==> src/rtl/core/crot_pkg.sv <==
// shared types, constants and lookup functions for the wireframe cube rotator
// no dependencies; imported by every module of the block
package crot_pkg;

    localparam int VERTEX_COUNT     = 8;
    localparam int EDGE_COUNT       = 12;
    localparam int SINE_ENTRIES_DEF = 1024;

    localparam int VTX_W    = $clog2(VERTEX_COUNT);
    localparam int EDGE_W   = $clog2(EDGE_COUNT);
    localparam int COORD_W  = 10;
    localparam int VERT_W   = 26;
    localparam int FRAC_W   = 14;
    localparam int TIME_W   = 24;
    localparam int SPEED_W  = 24;
    localparam int COLOUR_W = 8;
    localparam int HALF_W   = 9;
    localparam int SINE_W   = 16;
    localparam int PHASE_W  = 16;
    localparam int DIFF_W   = VERT_W + 1;
    localparam int MULB_W   = SPEED_W + 1;
    localparam int MUL_W    = DIFF_W + MULB_W;
    localparam int ACC_W    = 43;

    localparam int CFG_INDEX_W = 8;
    localparam int CFG_DATA_W  = 24;

    localparam logic [2:0] PHASE_LAST = 3'd3;
    localparam logic [2:0] TRIG_LAST  = 3'd6;
    localparam logic [2:0] ROT_LAST   = 3'd5;
    localparam logic [1:0] AXIS_LAST  = 2'd2;

    localparam logic [PHASE_W-1:0] QUARTER_TURN = 16'd16384;

    localparam real PI_VAL = 3.14159265358979323846;

    typedef enum logic [CFG_INDEX_W-1:0] {
        CFG_CENTRE_X     = 8'd0,
        CFG_CENTRE_Y     = 8'd1,
        CFG_HALF_SIZE    = 8'd2,
        CFG_SPEED_X      = 8'd3,
        CFG_SPEED_Y      = 8'd4,
        CFG_SPEED_Z      = 8'd5,
        CFG_COLOUR_CYCLE = 8'd6,
        CFG_START_COLOUR = 8'd7
    } cfg_index_t;

    typedef enum logic [3:0] {
        ST_IDLE,
        ST_BUILD,
        ST_PHASE,
        ST_TRIG,
        ST_READ,
        ST_LOAD,
        ST_ROT,
        ST_WRITE,
        ST_EDGE_RD,
        ST_EDGE_OUT
    } crot_state_t;

    typedef struct packed {
        logic [COORD_W-1:0]  centre_x;
        logic [COORD_W-1:0]  centre_y;
        logic [HALF_W-1:0]   half_size;
        logic [SPEED_W-1:0]  speed_x_axis;
        logic [SPEED_W-1:0]  speed_y_axis;
        logic [SPEED_W-1:0]  speed_z_axis;
        logic                colour_cycle;
        logic [COLOUR_W-1:0] start_colour;
    } cfg_t;

    localparam cfg_t CFG_RESET = '{
        centre_x:     10'd128,
        centre_y:     10'd96,
        half_size:    9'd48,
        speed_x_axis: 24'd214748,
        speed_y_axis: 24'd644245,
        speed_z_axis: 24'd429497,
        colour_cycle: 1'b1,
        start_colour: 8'd1
    };

    typedef struct packed {
        logic              restart;
        logic [TIME_W-1:0] time_now;
    } in_item_t;

    typedef struct packed {
        logic [COORD_W-1:0]  x_start;
        logic [COORD_W-1:0]  y_start;
        logic [COORD_W-1:0]  x_end;
        logic [COORD_W-1:0]  y_end;
        logic [COLOUR_W-1:0] line_colour;
        logic                last_edge;
    } out_item_t;

    typedef struct packed {
        logic signed [VERT_W-1:0] x;
        logic signed [VERT_W-1:0] y;
        logic signed [VERT_W-1:0] z;
    } vertex_t;

    typedef struct packed {
        logic              wr_en;
        logic [VTX_W-1:0]  wr_addr;
        vertex_t           wr_data;
        logic              rd_en;
        logic [VTX_W-1:0]  rd_addr_a;
        logic [VTX_W-1:0]  rd_addr_b;
    } mem_req_t;

    typedef struct packed {
        logic [VTX_W-1:0] a;
        logic [VTX_W-1:0] b;
    } edge_pair_t;

    // corner i: x positive on 1,2 (mod 4), y positive on 2,3, z positive on upper four
    function automatic vertex_t cube_corner(logic [COORD_W-1:0] cx, logic [COORD_W-1:0] cy,
                                            logic [HALF_W-1:0] h, logic [VTX_W-1:0] idx);
        vertex_t v;
        logic signed [11:0] sx;
        logic signed [11:0] sy;
        logic signed [11:0] sz;
        sx = (idx[0] ^ idx[1]) ? 12'({2'b0, cx} + {3'b0, h}) : 12'({2'b0, cx} - {3'b0, h});
        sy = idx[1] ? 12'({2'b0, cy} + {3'b0, h}) : 12'({2'b0, cy} - {3'b0, h});
        sz = idx[2] ? 12'({3'b0, h}) : 12'(12'd0 - {3'b0, h});
        v.x = {sx, {FRAC_W{1'b0}}};
        v.y = {sy, {FRAC_W{1'b0}}};
        v.z = {sz, {FRAC_W{1'b0}}};
        return v;
    endfunction

    function automatic edge_pair_t edge_ends(logic [EDGE_W-1:0] e);
        edge_pair_t p;
        unique case (e)
            4'd0:    p = '{a: 3'd0, b: 3'd1};
            4'd1:    p = '{a: 3'd1, b: 3'd2};
            4'd2:    p = '{a: 3'd2, b: 3'd3};
            4'd3:    p = '{a: 3'd3, b: 3'd0};
            4'd4:    p = '{a: 3'd4, b: 3'd5};
            4'd5:    p = '{a: 3'd5, b: 3'd6};
            4'd6:    p = '{a: 3'd6, b: 3'd7};
            4'd7:    p = '{a: 3'd7, b: 3'd4};
            4'd8:    p = '{a: 3'd0, b: 3'd4};
            4'd9:    p = '{a: 3'd1, b: 3'd5};
            4'd10:   p = '{a: 3'd2, b: 3'd6};
            4'd11:   p = '{a: 3'd3, b: 3'd7};
            default: p = '{a: 3'd0, b: 3'd0};
        endcase
        return p;
    endfunction

    // integer part (floor), clamped to the screen range
    function automatic logic [COORD_W-1:0] screen_coord(logic signed [VERT_W-1:0] v);
        logic signed [VERT_W-FRAC_W-1:0] p;
        p = v[VERT_W-1:FRAC_W];
        if (p < 0)
            return '0;
        if (p > 12'sd1023)
            return '1;
        return p[COORD_W-1:0];
    endfunction

    // round(16384*sin(2*pi*i/2^idx_w)), built from the first quadrant
    function automatic int sine_entry(int i, int idx_w);
        int  n;
        int  q;
        int  rem;
        int  r;
        real ang;
        n   = 1 << idx_w;
        q   = 0;
        rem = 4 * i;
        for (int k = 0; k < 3; k++) begin
            if (rem >= n) begin
                rem = rem - n;
                q   = q + 1;
            end
        end
        if (q % 2 == 1)
            rem = n - rem;
        ang = (PI_VAL / 2.0) * $itor(rem) * (2.0 ** (-idx_w));
        r   = $rtoi(16384.0 * $sin(ang) + 0.5);
        if (r > 16384)
            r = 16384;
        return (q >= 2) ? -r : r;
    endfunction

endpackage

==> src/rtl/core/crot_vertex_mem.sv <==
// vertex store: eight corners, one write port and two registered read ports
// depends on crot_pkg; entries never written since reset read as the reset cube
module crot_vertex_mem (
    input  logic               clk,
    input  logic               rst_n,
    input  crot_pkg::mem_req_t req,
    output crot_pkg::vertex_t  rd_data_a,
    output crot_pkg::vertex_t  rd_data_b
);
    import crot_pkg::*;

    vertex_t                   mem [VERTEX_COUNT];
    logic [VERTEX_COUNT-1:0]   valid_reg;
    vertex_t                   rd_a_reg;
    vertex_t                   rd_b_reg;
    logic                      rd_a_valid_reg;
    logic                      rd_b_valid_reg;
    logic [VTX_W-1:0]          rd_a_addr_reg;
    logic [VTX_W-1:0]          rd_b_addr_reg;

    always_ff @(posedge clk) begin
        if (req.wr_en)
            mem[req.wr_addr] <= req.wr_data;
        if (req.rd_en) begin
            rd_a_reg      <= mem[req.rd_addr_a];
            rd_b_reg      <= mem[req.rd_addr_b];
            rd_a_addr_reg <= req.rd_addr_a;
            rd_b_addr_reg <= req.rd_addr_b;
        end
    end

    always_ff @(posedge clk or negedge rst_n) begin
        if (!rst_n)
        begin
            valid_reg      <= '0;
            rd_a_valid_reg <= 1'b0;
            rd_b_valid_reg <= 1'b0;
        end
        else
        begin
            if (req.wr_en)
                valid_reg[req.wr_addr] <= 1'b1;
            if (req.rd_en) begin
                rd_a_valid_reg <= valid_reg[req.rd_addr_a];
                rd_b_valid_reg <= valid_reg[req.rd_addr_b];
            end
        end
    end

    assign rd_data_a = rd_a_valid_reg ? rd_a_reg
        : cube_corner(CFG_RESET.centre_x, CFG_RESET.centre_y, CFG_RESET.half_size,
                      rd_a_addr_reg);
    assign rd_data_b = rd_b_valid_reg ? rd_b_reg
        : cube_corner(CFG_RESET.centre_x, CFG_RESET.centre_y, CFG_RESET.half_size,
                      rd_b_addr_reg);

endmodule

==> src/rtl/core/crot_sine_rom.sv <==
// sine table rom, entries round(16384*sin), one registered read a cycle
// depends on crot_pkg for the entry function
module crot_sine_rom #(
    parameter int SINE_ENTRIES = crot_pkg::SINE_ENTRIES_DEF
) (
    input  logic                              clk,
    input  logic                              rd_en,
    input  logic [$clog2(SINE_ENTRIES)-1:0]   rd_index,
    output logic signed [crot_pkg::SINE_W-1:0] rd_data
);
    import crot_pkg::*;

    localparam int IDX_W = $clog2(SINE_ENTRIES);

    typedef logic [SINE_ENTRIES*SINE_W-1:0] rom_bits_t;

    function automatic rom_bits_t build_rom();
        rom_bits_t bits;
        int        v;
        bits = '0;
        for (int i = 0; i < SINE_ENTRIES; i++) begin
            v = sine_entry(i, IDX_W);
            bits[i*SINE_W +: SINE_W] = SINE_W'(v);
        end
        return bits;
    endfunction

    localparam rom_bits_t ROM_BITS = build_rom();

    always_ff @(posedge clk) begin
        if (rd_en)
            rd_data <= $signed(ROM_BITS[rd_index*SINE_W +: SINE_W]);
    end

endmodule

==> src/rtl/core/crot_engine.sv <==
// frame sequencer and shared-multiplier datapath of the cube rotator
// depends on crot_pkg; drives the vertex store and the sine rom
module crot_engine #(
    parameter int SINE_ENTRIES = crot_pkg::SINE_ENTRIES_DEF
) (
    input  logic                               clk,
    input  logic                               rst_n,
    input  crot_pkg::cfg_t                     cfg,
    input  logic                               start,
    input  crot_pkg::in_item_t                 item,
    output logic                               busy,
    output logic                               emit_valid,
    input  logic                               emit_ready,
    output crot_pkg::out_item_t                emit_item,
    output crot_pkg::mem_req_t                 mem_req,
    input  crot_pkg::vertex_t                  rd_data_a,
    input  crot_pkg::vertex_t                  rd_data_b,
    output logic                               rom_rd_en,
    output logic [$clog2(SINE_ENTRIES)-1:0]    rom_index,
    input  logic signed [crot_pkg::SINE_W-1:0] rom_data
);
    import crot_pkg::*;

    localparam int IDX_W = $clog2(SINE_ENTRIES);

    crot_state_t state_reg, state_next;
    logic [2:0]             step_reg, step_next;
    logic [VTX_W-1:0]       vtx_reg, vtx_next;
    logic [1:0]             axis_reg, axis_next;
    logic [EDGE_W-1:0]      edge_reg, edge_next;
    logic [TIME_W-1:0]      time_last_reg, time_last_next;
    logic [COLOUR_W-1:0]    colour_reg, colour_next;
    logic [TIME_W-1:0]      delta_reg, delta_next;
    logic [2:0][PHASE_W-1:0] phase_reg, phase_next;
    logic [2:0][SINE_W-1:0]  sin_reg, sin_next;
    logic [2:0][SINE_W-1:0]  cos_reg, cos_next;
    logic signed [MUL_W-1:0] mul_reg, mul_next;
    logic signed [ACC_W-1:0] acc_a_reg, acc_a_next;
    logic signed [ACC_W-1:0] acc_b_reg, acc_b_next;
    vertex_t                 work_reg, work_next;

    logic signed [DIFF_W-1:0] mul_a;
    logic signed [MULB_W-1:0] mul_b;
    logic signed [MUL_W-1:0]  mul_prod;

    logic signed [VERT_W-1:0] op_a, op_b;
    logic signed [DIFF_W-1:0] ctr_a, ctr_b;
    logic signed [DIFF_W-1:0] diff_a, diff_b;
    logic signed [SINE_W-1:0] sin_sel, cos_sel;
    logic signed [ACC_W-1:0]  sum_a, sum_b;
    logic signed [VERT_W-1:0] new_a, new_b;
    logic [DIFF_W-1:0]        cx_fix, cy_fix;
    logic [1:0]               ph_slot;
    logic [2:0]               trig_slot;
    logic [PHASE_W-1:0]       trig_phase, cos_phase;
    logic [SPEED_W-1:0]       speed_sel;
    edge_pair_t               pair;

    assign mul_prod = mul_a * mul_b;
    assign cx_fix   = {3'b0, cfg.centre_x, {FRAC_W{1'b0}}};
    assign cy_fix   = {3'b0, cfg.centre_y, {FRAC_W{1'b0}}};
    assign pair     = edge_ends(edge_reg);

    // pair being turned: z axis (x,y), x axis (y,z), y axis (z,x)
    always_comb begin
        case (axis_reg)
            2'd0: begin
                op_a  = work_reg.x;
                op_b  = work_reg.y;
                ctr_a = $signed(cx_fix);
                ctr_b = $signed(cy_fix);
            end
            2'd1: begin
                op_a  = work_reg.y;
                op_b  = work_reg.z;
                ctr_a = $signed(cy_fix);
                ctr_b = '0;
            end
            default: begin
                op_a  = work_reg.z;
                op_b  = work_reg.x;
                ctr_a = '0;
                ctr_b = $signed(cx_fix);
            end
        endcase
        sin_sel = $signed(sin_reg[axis_reg]);
        cos_sel = $signed(cos_reg[axis_reg]);
        diff_a  = {op_a[VERT_W-1], op_a} - ctr_a;
        diff_b  = {op_b[VERT_W-1], op_b} - ctr_b;
        sum_a   = (acc_a_reg >>> FRAC_W) + ACC_W'(ctr_a);
        sum_b   = (acc_b_reg >>> FRAC_W) + ACC_W'(ctr_b);
        new_a   = sum_a[VERT_W-1:0];
        new_b   = sum_b[VERT_W-1:0];
    end

    always_comb begin
        case (step_reg[1:0])
            2'd0:    speed_sel = cfg.speed_z_axis;
            2'd1:    speed_sel = cfg.speed_x_axis;
            default: speed_sel = cfg.speed_y_axis;
        endcase
        ph_slot    = 2'(step_reg - 3'd1);
        trig_slot  = step_reg - 3'd1;
        trig_phase = phase_reg[step_reg[2:1]];
        cos_phase  = trig_phase + QUARTER_TURN;
    end

    // next state
    always_comb begin
        state_next = state_reg;
        step_next  = step_reg;
        vtx_next   = vtx_reg;
        axis_next  = axis_reg;
        edge_next  = edge_reg;
        unique case (state_reg)
            ST_IDLE: begin
                if (start) begin
                    vtx_next   = '0;
                    step_next  = '0;
                    state_next = item.restart ? ST_BUILD : ST_PHASE;
                end
            end
            ST_BUILD: begin
                vtx_next = vtx_reg + 1'b1;
                if (vtx_reg == VTX_W'(VERTEX_COUNT - 1))
                    state_next = ST_IDLE;
            end
            ST_PHASE: begin
                step_next = step_reg + 3'd1;
                if (step_reg == PHASE_LAST) begin
                    step_next  = '0;
                    state_next = ST_TRIG;
                end
            end
            ST_TRIG: begin
                step_next = step_reg + 3'd1;
                if (step_reg == TRIG_LAST) begin
                    step_next  = '0;
                    vtx_next   = '0;
                    state_next = ST_READ;
                end
            end
            ST_READ: state_next = ST_LOAD;
            ST_LOAD: begin
                step_next  = '0;
                axis_next  = '0;
                state_next = ST_ROT;
            end
            ST_ROT: begin
                step_next = step_reg + 3'd1;
                if (step_reg == ROT_LAST) begin
                    step_next = '0;
                    if (axis_reg == AXIS_LAST)
                        state_next = ST_WRITE;
                    else
                        axis_next = axis_reg + 2'd1;
                end
            end
            ST_WRITE: begin
                if (vtx_reg == VTX_W'(VERTEX_COUNT - 1)) begin
                    edge_next  = '0;
                    state_next = ST_EDGE_RD;
                end
                else begin
                    vtx_next   = vtx_reg + 1'b1;
                    state_next = ST_READ;
                end
            end
            ST_EDGE_RD: state_next = ST_EDGE_OUT;
            ST_EDGE_OUT: begin
                if (emit_ready) begin
                    if (edge_reg == EDGE_W'(EDGE_COUNT - 1))
                        state_next = ST_IDLE;
                    else begin
                        edge_next  = edge_reg + 1'b1;
                        state_next = ST_EDGE_RD;
                    end
                end
            end
            default: state_next = ST_IDLE;
        endcase
    end

    // outputs towards memory, rom, multiplier and result channel
    always_comb begin
        busy            = (state_reg != ST_IDLE);
        emit_valid      = (state_reg == ST_EDGE_OUT);
        mem_req         = '0;
        mem_req.wr_addr = vtx_reg;
        mem_req.wr_data = work_reg;
        rom_rd_en       = 1'b0;
        rom_index       = trig_phase[PHASE_W-1 -: IDX_W];
        mul_a           = diff_a;
        mul_b           = MULB_W'(cos_sel);
        unique case (state_reg)
            ST_BUILD: begin
                mem_req.wr_en   = 1'b1;
                mem_req.wr_data = cube_corner(cfg.centre_x, cfg.centre_y, cfg.half_size,
                                              vtx_reg);
            end
            ST_PHASE: begin
                mul_a = $signed({3'b0, delta_reg});
                mul_b = $signed({1'b0, speed_sel});
            end
            ST_TRIG: begin
                rom_rd_en = (step_reg != TRIG_LAST);
                rom_index = step_reg[0] ? cos_phase[PHASE_W-1 -: IDX_W]
                                        : trig_phase[PHASE_W-1 -: IDX_W];
            end
            ST_READ: begin
                mem_req.rd_en     = 1'b1;
                mem_req.rd_addr_a = vtx_reg;
            end
            ST_ROT: begin
                case (step_reg)
                    3'd0: begin mul_a = diff_a; mul_b = MULB_W'(cos_sel); end
                    3'd1: begin mul_a = diff_b; mul_b = MULB_W'(sin_sel); end
                    3'd2: begin mul_a = diff_a; mul_b = MULB_W'(sin_sel); end
                    default: begin mul_a = diff_b; mul_b = MULB_W'(cos_sel); end
                endcase
            end
            ST_WRITE: mem_req.wr_en = 1'b1;
            ST_EDGE_RD: begin
                mem_req.rd_en     = 1'b1;
                mem_req.rd_addr_a = pair.a;
                mem_req.rd_addr_b = pair.b;
            end
            default: ;
        endcase
        emit_item.x_start     = screen_coord(rd_data_a.x);
        emit_item.y_start     = screen_coord(rd_data_a.y);
        emit_item.x_end       = screen_coord(rd_data_b.x);
        emit_item.y_end       = screen_coord(rd_data_b.y);
        emit_item.line_colour = colour_reg;
        emit_item.last_edge   = (edge_reg == EDGE_W'(EDGE_COUNT - 1));
    end

    // datapath registers
    always_comb begin
        time_last_next = time_last_reg;
        colour_next    = colour_reg;
        delta_next     = delta_reg;
        phase_next     = phase_reg;
        sin_next       = sin_reg;
        cos_next       = cos_reg;
        mul_next       = mul_prod;
        acc_a_next     = acc_a_reg;
        acc_b_next     = acc_b_reg;
        work_next      = work_reg;
        case (state_reg)
            ST_IDLE: begin
                if (start) begin
                    if (item.restart) begin
                        time_last_next = '0;
                        colour_next    = cfg.start_colour;
                    end
                    else begin
                        delta_next     = item.time_now - time_last_reg;
                        time_last_next = item.time_now;
                    end
                end
            end
            ST_PHASE: begin
                if (step_reg != 3'd0)
                    phase_next[ph_slot] = mul_reg[31:16];
            end
            ST_TRIG: begin
                if (step_reg != 3'd0) begin
                    if (trig_slot[0])
                        cos_next[trig_slot[2:1]] = rom_data;
                    else
                        sin_next[trig_slot[2:1]] = rom_data;
                end
            end
            ST_LOAD: work_next = rd_data_a;
            ST_ROT: begin
                case (step_reg)
                    3'd1: acc_a_next = ACC_W'(mul_reg);
                    3'd2: acc_a_next = acc_a_reg - ACC_W'(mul_reg);
                    3'd3: acc_b_next = ACC_W'(mul_reg);
                    3'd4: acc_b_next = acc_b_reg + ACC_W'(mul_reg);
                    3'd5: begin
                        case (axis_reg)
                            2'd0: begin work_next.x = new_a; work_next.y = new_b; end
                            2'd1: begin work_next.y = new_a; work_next.z = new_b; end
                            default: begin work_next.z = new_a; work_next.x = new_b; end
                        endcase
                    end
                    default: ;
                endcase
            end
            ST_EDGE_OUT: begin
                if (emit_ready && emit_item.last_edge && cfg.colour_cycle)
                    colour_next = colour_reg + 1'b1;
            end
            default: ;
        endcase
    end

    always_ff @(posedge clk or negedge rst_n) begin
        if (!rst_n)
        begin
            state_reg     <= ST_IDLE;
            step_reg      <= '0;
            vtx_reg       <= '0;
            axis_reg      <= '0;
            edge_reg      <= '0;
            time_last_reg <= '0;
            colour_reg    <= CFG_RESET.start_colour;
        end
        else
        begin
            state_reg     <= state_next;
            step_reg      <= step_next;
            vtx_reg       <= vtx_next;
            axis_reg      <= axis_next;
            edge_reg      <= edge_next;
            time_last_reg <= time_last_next;
            colour_reg    <= colour_next;
        end
    end

    always_ff @(posedge clk) begin
        delta_reg <= delta_next;
        phase_reg <= phase_next;
        sin_reg   <= sin_next;
        cos_reg   <= cos_next;
        mul_reg   <= mul_next;
        acc_a_reg <= acc_a_next;
        acc_b_reg <= acc_b_next;
        work_reg  <= work_next;
    end

endmodule

==> src/rtl/core/wireframe_cube_rotator_unit.sv <==
// top level of the wireframe cube rotator: config registers, result register
// depends on crot_pkg, crot_vertex_mem, crot_sine_rom and crot_engine
//
//   port group   direction  handshake          payload
//   in_*         request    in_valid/in_stall  in_item_t (restart, time_now)
//   out_*        request    out_valid/out_stall out_item_t (one edge line)
//   cfg_*        write      cfg_valid/cfg_ready cfg_index, cfg_data
//
// a frame does 3 phase products and 6 rom reads, then per vertex a read, 12
// products on the one multiplier and a write, then per edge a read and an
// output that waits out result stalls; a restart does 8 writes
// reset leaves the reset cube readable at once, no clearing pass
// one item is worked at a time; in_stall is high until the frame is out
module wireframe_cube_rotator_unit #(
    parameter int SINE_ENTRIES = crot_pkg::SINE_ENTRIES_DEF
) (
    input  logic                                clk,
    input  logic                                rst_n,
    input  logic                                in_valid,
    output logic                                in_stall,
    input  crot_pkg::in_item_t                  in_data,
    output logic                                out_valid,
    input  logic                                out_stall,
    output crot_pkg::out_item_t                 out_data,
    input  logic                                cfg_valid,
    output logic                                cfg_ready,
    input  logic [crot_pkg::CFG_INDEX_W-1:0]    cfg_index,
    input  logic [crot_pkg::CFG_DATA_W-1:0]     cfg_data
);
    import crot_pkg::*;

    cfg_t       cfg_reg;
    logic       out_valid_reg;
    out_item_t  out_data_reg;

    logic       busy;
    logic       start;
    logic       emit_valid;
    logic       emit_ready;
    out_item_t  emit_item;
    mem_req_t   mem_req;
    vertex_t    rd_data_a;
    vertex_t    rd_data_b;
    logic       rom_rd_en;
    logic [$clog2(SINE_ENTRIES)-1:0] rom_index;
    logic signed [SINE_W-1:0]        rom_data;

    assign cfg_ready  = 1'b1;
    assign in_stall   = busy;
    assign start      = in_valid && !busy;
    assign emit_ready = !out_valid_reg || !out_stall;
    assign out_valid  = out_valid_reg;
    assign out_data   = out_data_reg;

    always_ff @(posedge clk or negedge rst_n) begin
        if (!rst_n)
        begin
            cfg_reg <= CFG_RESET;
        end
        else if (cfg_valid && cfg_ready)
        begin
            unique case (cfg_index_t'(cfg_index))
                CFG_CENTRE_X:     cfg_reg.centre_x     <= cfg_data[COORD_W-1:0];
                CFG_CENTRE_Y:     cfg_reg.centre_y     <= cfg_data[COORD_W-1:0];
                CFG_HALF_SIZE:    cfg_reg.half_size    <= cfg_data[HALF_W-1:0];
                CFG_SPEED_X:      cfg_reg.speed_x_axis <= cfg_data[SPEED_W-1:0];
                CFG_SPEED_Y:      cfg_reg.speed_y_axis <= cfg_data[SPEED_W-1:0];
                CFG_SPEED_Z:      cfg_reg.speed_z_axis <= cfg_data[SPEED_W-1:0];
                CFG_COLOUR_CYCLE: cfg_reg.colour_cycle <= cfg_data[0];
                CFG_START_COLOUR: cfg_reg.start_colour <= cfg_data[COLOUR_W-1:0];
                default: ;
            endcase
        end
    end

    always_ff @(posedge clk or negedge rst_n) begin
        if (!rst_n)
        begin
            out_valid_reg <= 1'b0;
        end
        else if (emit_valid && emit_ready)
        begin
            out_valid_reg <= 1'b1;
        end
        else if (!out_stall)
        begin
            out_valid_reg <= 1'b0;
        end
    end

    always_ff @(posedge clk) begin
        if (emit_valid && emit_ready)
            out_data_reg <= emit_item;
    end

    crot_engine #(
        .SINE_ENTRIES(SINE_ENTRIES)
    ) u_engine (
        .clk        (clk),
        .rst_n      (rst_n),
        .cfg        (cfg_reg),
        .start      (start),
        .item       (in_data),
        .busy       (busy),
        .emit_valid (emit_valid),
        .emit_ready (emit_ready),
        .emit_item  (emit_item),
        .mem_req    (mem_req),
        .rd_data_a  (rd_data_a),
        .rd_data_b  (rd_data_b),
        .rom_rd_en  (rom_rd_en),
        .rom_index  (rom_index),
        .rom_data   (rom_data)
    );

    crot_vertex_mem u_vertex_mem (
        .clk       (clk),
        .rst_n     (rst_n),
        .req       (mem_req),
        .rd_data_a (rd_data_a),
        .rd_data_b (rd_data_b)
    );

    crot_sine_rom #(
        .SINE_ENTRIES(SINE_ENTRIES)
    ) u_sine_rom (
        .clk      (clk),
        .rd_en    (rom_rd_en),
        .rd_index (rom_index),
        .rd_data  (rom_data)
    );

endmodule

==> config.mk <==
export PLATFORM = sky130hd
export DESIGN_NAME = wireframe_cube_rotator_unit
export DESIGN_NICKNAME = d
export VERILOG_FILES = /design/src/rtl/core/crot_pkg.sv /design/src/rtl/core/crot_vertex_mem.sv /design/src/rtl/core/crot_sine_rom.sv /design/src/rtl/core/crot_engine.sv /design/src/rtl/core/wireframe_cube_rotator_unit.sv
export SDC_FILE = /design/constraint.sdc
export NUM_CORES = 2
export LEC_CHECK = 0
export BUFFER_PORTS_ARGS = -buffer_cell sky130_fd_sc_hd__buf_4
export CAP_MARGIN = 20
export CORE_ASPECT_RATIO = 1.2
export CORE_UTILIZATION = 40
export CTS_BUF_LIST = sky130_fd_sc_hd__clkbuf_4
export DETAILED_ROUTE_END_ITERATION = 6
export HOLD_SLACK_MARGIN = 0.02
export PLACE_DENSITY = 0.65
export SETUP_SLACK_MARGIN = 0.4
export SYNTH_ARGS = -nofsm -noshare
export SYNTH_HDL_FRONTEND = slang
export SYNTH_SLANG_ARGS = --single-unit
==> constraint.sdc <==
create_clock -name clk -period 36.4 [get_ports clk]
set_input_delay 3.64 -clock clk [delete_from_list [all_inputs] [get_ports clk]]
set_output_delay 3.64 -clock clk [all_outputs]
set_load 0.005 [all_outputs]
==> impl_metrics.env <==
export IMPL_outcome="complete, but fails checks"
export IMPL_violations="design-rule violations"
export IMPL_fmax_ghz=0.0774
export IMPL_drt_initial_drc_count=10500
export IMPL_drcViolationCount=29
export IMPL_cts_sinks=1313
export IMPL_ys_warn_count=0
export IMPL_setup_tns_ns=0
export IMPL_cp_max_fo=71
export IMPL_crit_slowest_cell="buf_4"
export IMPL_min_to="u_engine.colour_reg[0]"
export IMPL_hold_violations=0
export IMPL_vias=82800
export IMPL_endpoint_kind="flop"
export IMPL_maxSlewViolCount=0
export IMPL_yosysTopAreaCellShare_pct=35.6
export IMPL_cp_arrival_ns=14.09
export IMPL_path_common_cell="fa_1"
export IMPL_slowest_delay_ns=0.80
export IMPL_r2r_start="u_engine.axis_reg[1]"
export IMPL_cap_violations=0
export IMPL_grt_ovfl_total=0
export IMPL_synth_seq_cells=1313
export IMPL_fin_ws_ns=23.48
export IMPL_synth_nets=11000
export IMPL_die_area_mm2=0.235
export IMPL_clockBufferDepth=4
export IMPL_grt_pass1_vias=82500
export IMPL_start_util_pct=40.3
export IMPL_core_area_mm2=0.231
export IMPL_syn_avg_cell_area_um2=9.25
export IMPL_die_w_um=442
export IMPL_clockRootBuffer="clkbuf_4"
export IMPL_hold_depth=2
export IMPL_final_core_util_pct=44.5
export IMPL_dr_pass1_iters=7
export IMPL_area_delta_synth_final_pct=10.3
export IMPL_dp_cells=12800
export IMPL_ys_top_cells_by_count="nand2_1, edfxtp_1, inv_1"
export IMPL_grt_first_pass_wirelength_um=578000
export IMPL_r2r_slack_ns=23.48
export IMPL_detail_route_wl_per_cell_um=29.9
export IMPL_final_instance_count_excl_fill=13500
export IMPL_dp_slack_ns=23.60
export IMPL_clk_pin_slew_ns=0.07
export IMPL_routed_wl_um=403000
export IMPL_skew_ns=0.119
export IMPL_hp_start="cfg_reg[0]"
export IMPL_cts_buffers=363
export IMPL_pin_count=114
export IMPL_synthTopCellsByArea="edfxtp_1, fa_1, nand2_1, ha_1, o21ai_0"
export IMPL_r2r_end="u_engine.mul_reg[39]"
export IMPL_cts_hold_buf=0
export IMPL_fin_nets=11100
export IMPL_ys_flop_type="edfxtp_1"
export IMPL_place_congestion=1.02
export IMPL_syn_cell_area_mm2=0.0931
export IMPL_maxSlewHeadroom_pct=7.70
export IMPL_post_cts_buffers=0
export IMPL_synth_edf_count=1104
export IMPL_grt_usage_pct=33.8
export IMPL_h_tree_depth=5
export IMPL_setup_violations=0
export IMPL_synthArstFlopShare_pct=12.9
export IMPL_tritoncts="done"
export IMPL_synth_top_cell_by_area="edfxtp_1"
export IMPL_antenna_found_initial=35
export IMPL_viasPerCell=6.14
export IMPL_clk_latency_ns=1.37
export IMPL_crit_start="u_engine.axis_reg[1]"
export IMPL_rows=193
export IMPL_required_ns=37.57
export IMPL_hpwl_um=277000
export IMPL_path_class="reg -> reg"
export IMPL_period_needed_ns=12.92
export IMPL_largest_reg_flops=624
export IMPL_tightest_slew_ns=1.37
export IMPL_die_h_um=530
export IMPL_start_kind="flop"
export IMPL_ys_seq_area_share_pct=41.1
export IMPL_synth_cell_type_count=98
export IMPL_grt_setup_unrepaired="no"
export IMPL_syn_inst=10100
export IMPL_yosysMostFrequentCell="nand2_1"
export IMPL_post_cts_resized=0
export IMPL_hold_path_class="reg -> reg"
export IMPL_grt_max_degree=176
export IMPL_period_share_pct=35.5
export IMPL_port_buffers=112
export IMPL_drive_gt1_share_pct=12.1
export IMPL_ant_nets=0
export IMPL_worstRegToRegCells=41
## area by class of cell
cell class,instances,area [um^2]
clock buffers,528,3960
clock inverters,109,551
well taps,3022,3780
flip-flops and latches,1313,38200
diodes,17,42.5
multi-input cells,7276,49800
inverters,808,3050
fillers,22100,128000
repair buffers,405,3240
## metal layers
metal	wire, um	GRT usage [%]	vias up	share of wire, %
met5	161	0	-	0.040
met3	43800	9.49	1265	11
met4	26000	19.5	22	6.4
li1	-	-	35300	-
met2	177000	51.9	4964	44
met1	156000	42.7	41200	39
## layout by cell type (no fill, tap or decap), types with 24 or more instances in the layout
| cell | n |
|---|---|
| mux2i_1 | 119 |
| edfxtp_1 | 1104 |
| or3_1 | 27 |
| clkinv_1 | 76 |
| fa_1 | 562 |
| nand2_1 | 1856 |
| inv_1 | 796 |
| xnor2_1 | 133 |
| nor2b_1 | 40 |
| o31ai_1 | 24 |
| o22ai_1 | 61 |
| nand3_1 | 721 |
| and2_1 | 86 |
| o21bai_1 | 37 |
| o21ai_0 | 725 |
| mux2_2 | 107 |
| a21o_1 | 98 |
| dfrtp_1 | 127 |
| o21a_1 | 31 |
| o221ai_1 | 40 |
| a22oi_1 | 35 |
| a221oi_1 | 44 |
| o311ai_0 | 39 |
| xor2_1 | 77 |
| nand2b_1 | 83 |
| and3_1 | 37 |
| a211oi_1 | 62 |
| dfxtp_1 | 40 |
| o211ai_1 | 93 |
| a21oi_1 | 518 |
| a311oi_1 | 38 |
| nor2_1 | 707 |
| clkbuf_4 | 533 |
| buf_4 | 381 |
| nor3_1 | 104 |
| ha_1 | 341 |
| a31oi_1 | 104 |
| dfstp_2 | 39 |
## cell families (layout without fill, tap and decap cells)
| group | Yosys count | in the layout | synth area share (%) |
|---|---|---|---|
| AOI/OAI and AO/OA | 2123 | 2123 | 14.0 |
| DFF | 1313 | 1313 | 41.1 |
| muxes | 227 | 227 | 2.60 |
| buffers and inverters | 1469 | 1850 | 6.00 |
| adders and majority gates | 912 | 912 | 16.8 |
| and+or+nand+nor | 3801 | 3801 | 17.5 |
| other | 1 | 18 | 0.00403 |
| xor gates and xnor gates | 212 | 212 | 2.01 |
## critical path, delay by kind of cell, from the launching register on
kind | cells | cell delay (ns)
simple gates | 9 | 2.13
flops | 1 | 0.39
buf+inv | 7 | 1.62
compound gates | 13 | 3.43
fa+ha+maj | 10 | 4.70
xor+xnor | 2 | 0.58
## stage by stage
| stage | hold WS, ns | cell area, um^2 |
|---|---|---|
| floorplan | 0.440 | 93100 |
| finish | 0.481 | 103000 |
| global placement | 0.457 | 97800 |
| global route | 0.506 | 103000 |
| CTS | 0.475 | 102000 |
| detailed placement | 0.471 | 98000 |
## worst max-delay path by stage
stage | to | slack (ns) | depth (start not counted)
2_1_floorplan | u_engine.mul_reg[39] | 24.44 | 50
3_3_place_gp | u_engine.mul_reg[39] | 23.46 | 46
3_5_place_dp | u_engine.mul_reg[39] | 23.60 | 41
4_1_cts | u_engine.mul_reg[39] | 23.58 | 41
5_1_grt | u_engine.mul_reg[39] | 22.76 | 41
6_report | u_engine.mul_reg[39] | 23.48 | 41
Power is not shown: default switching activity piles up to over one toggle a cycle in this logic, so the estimate is an artifact.
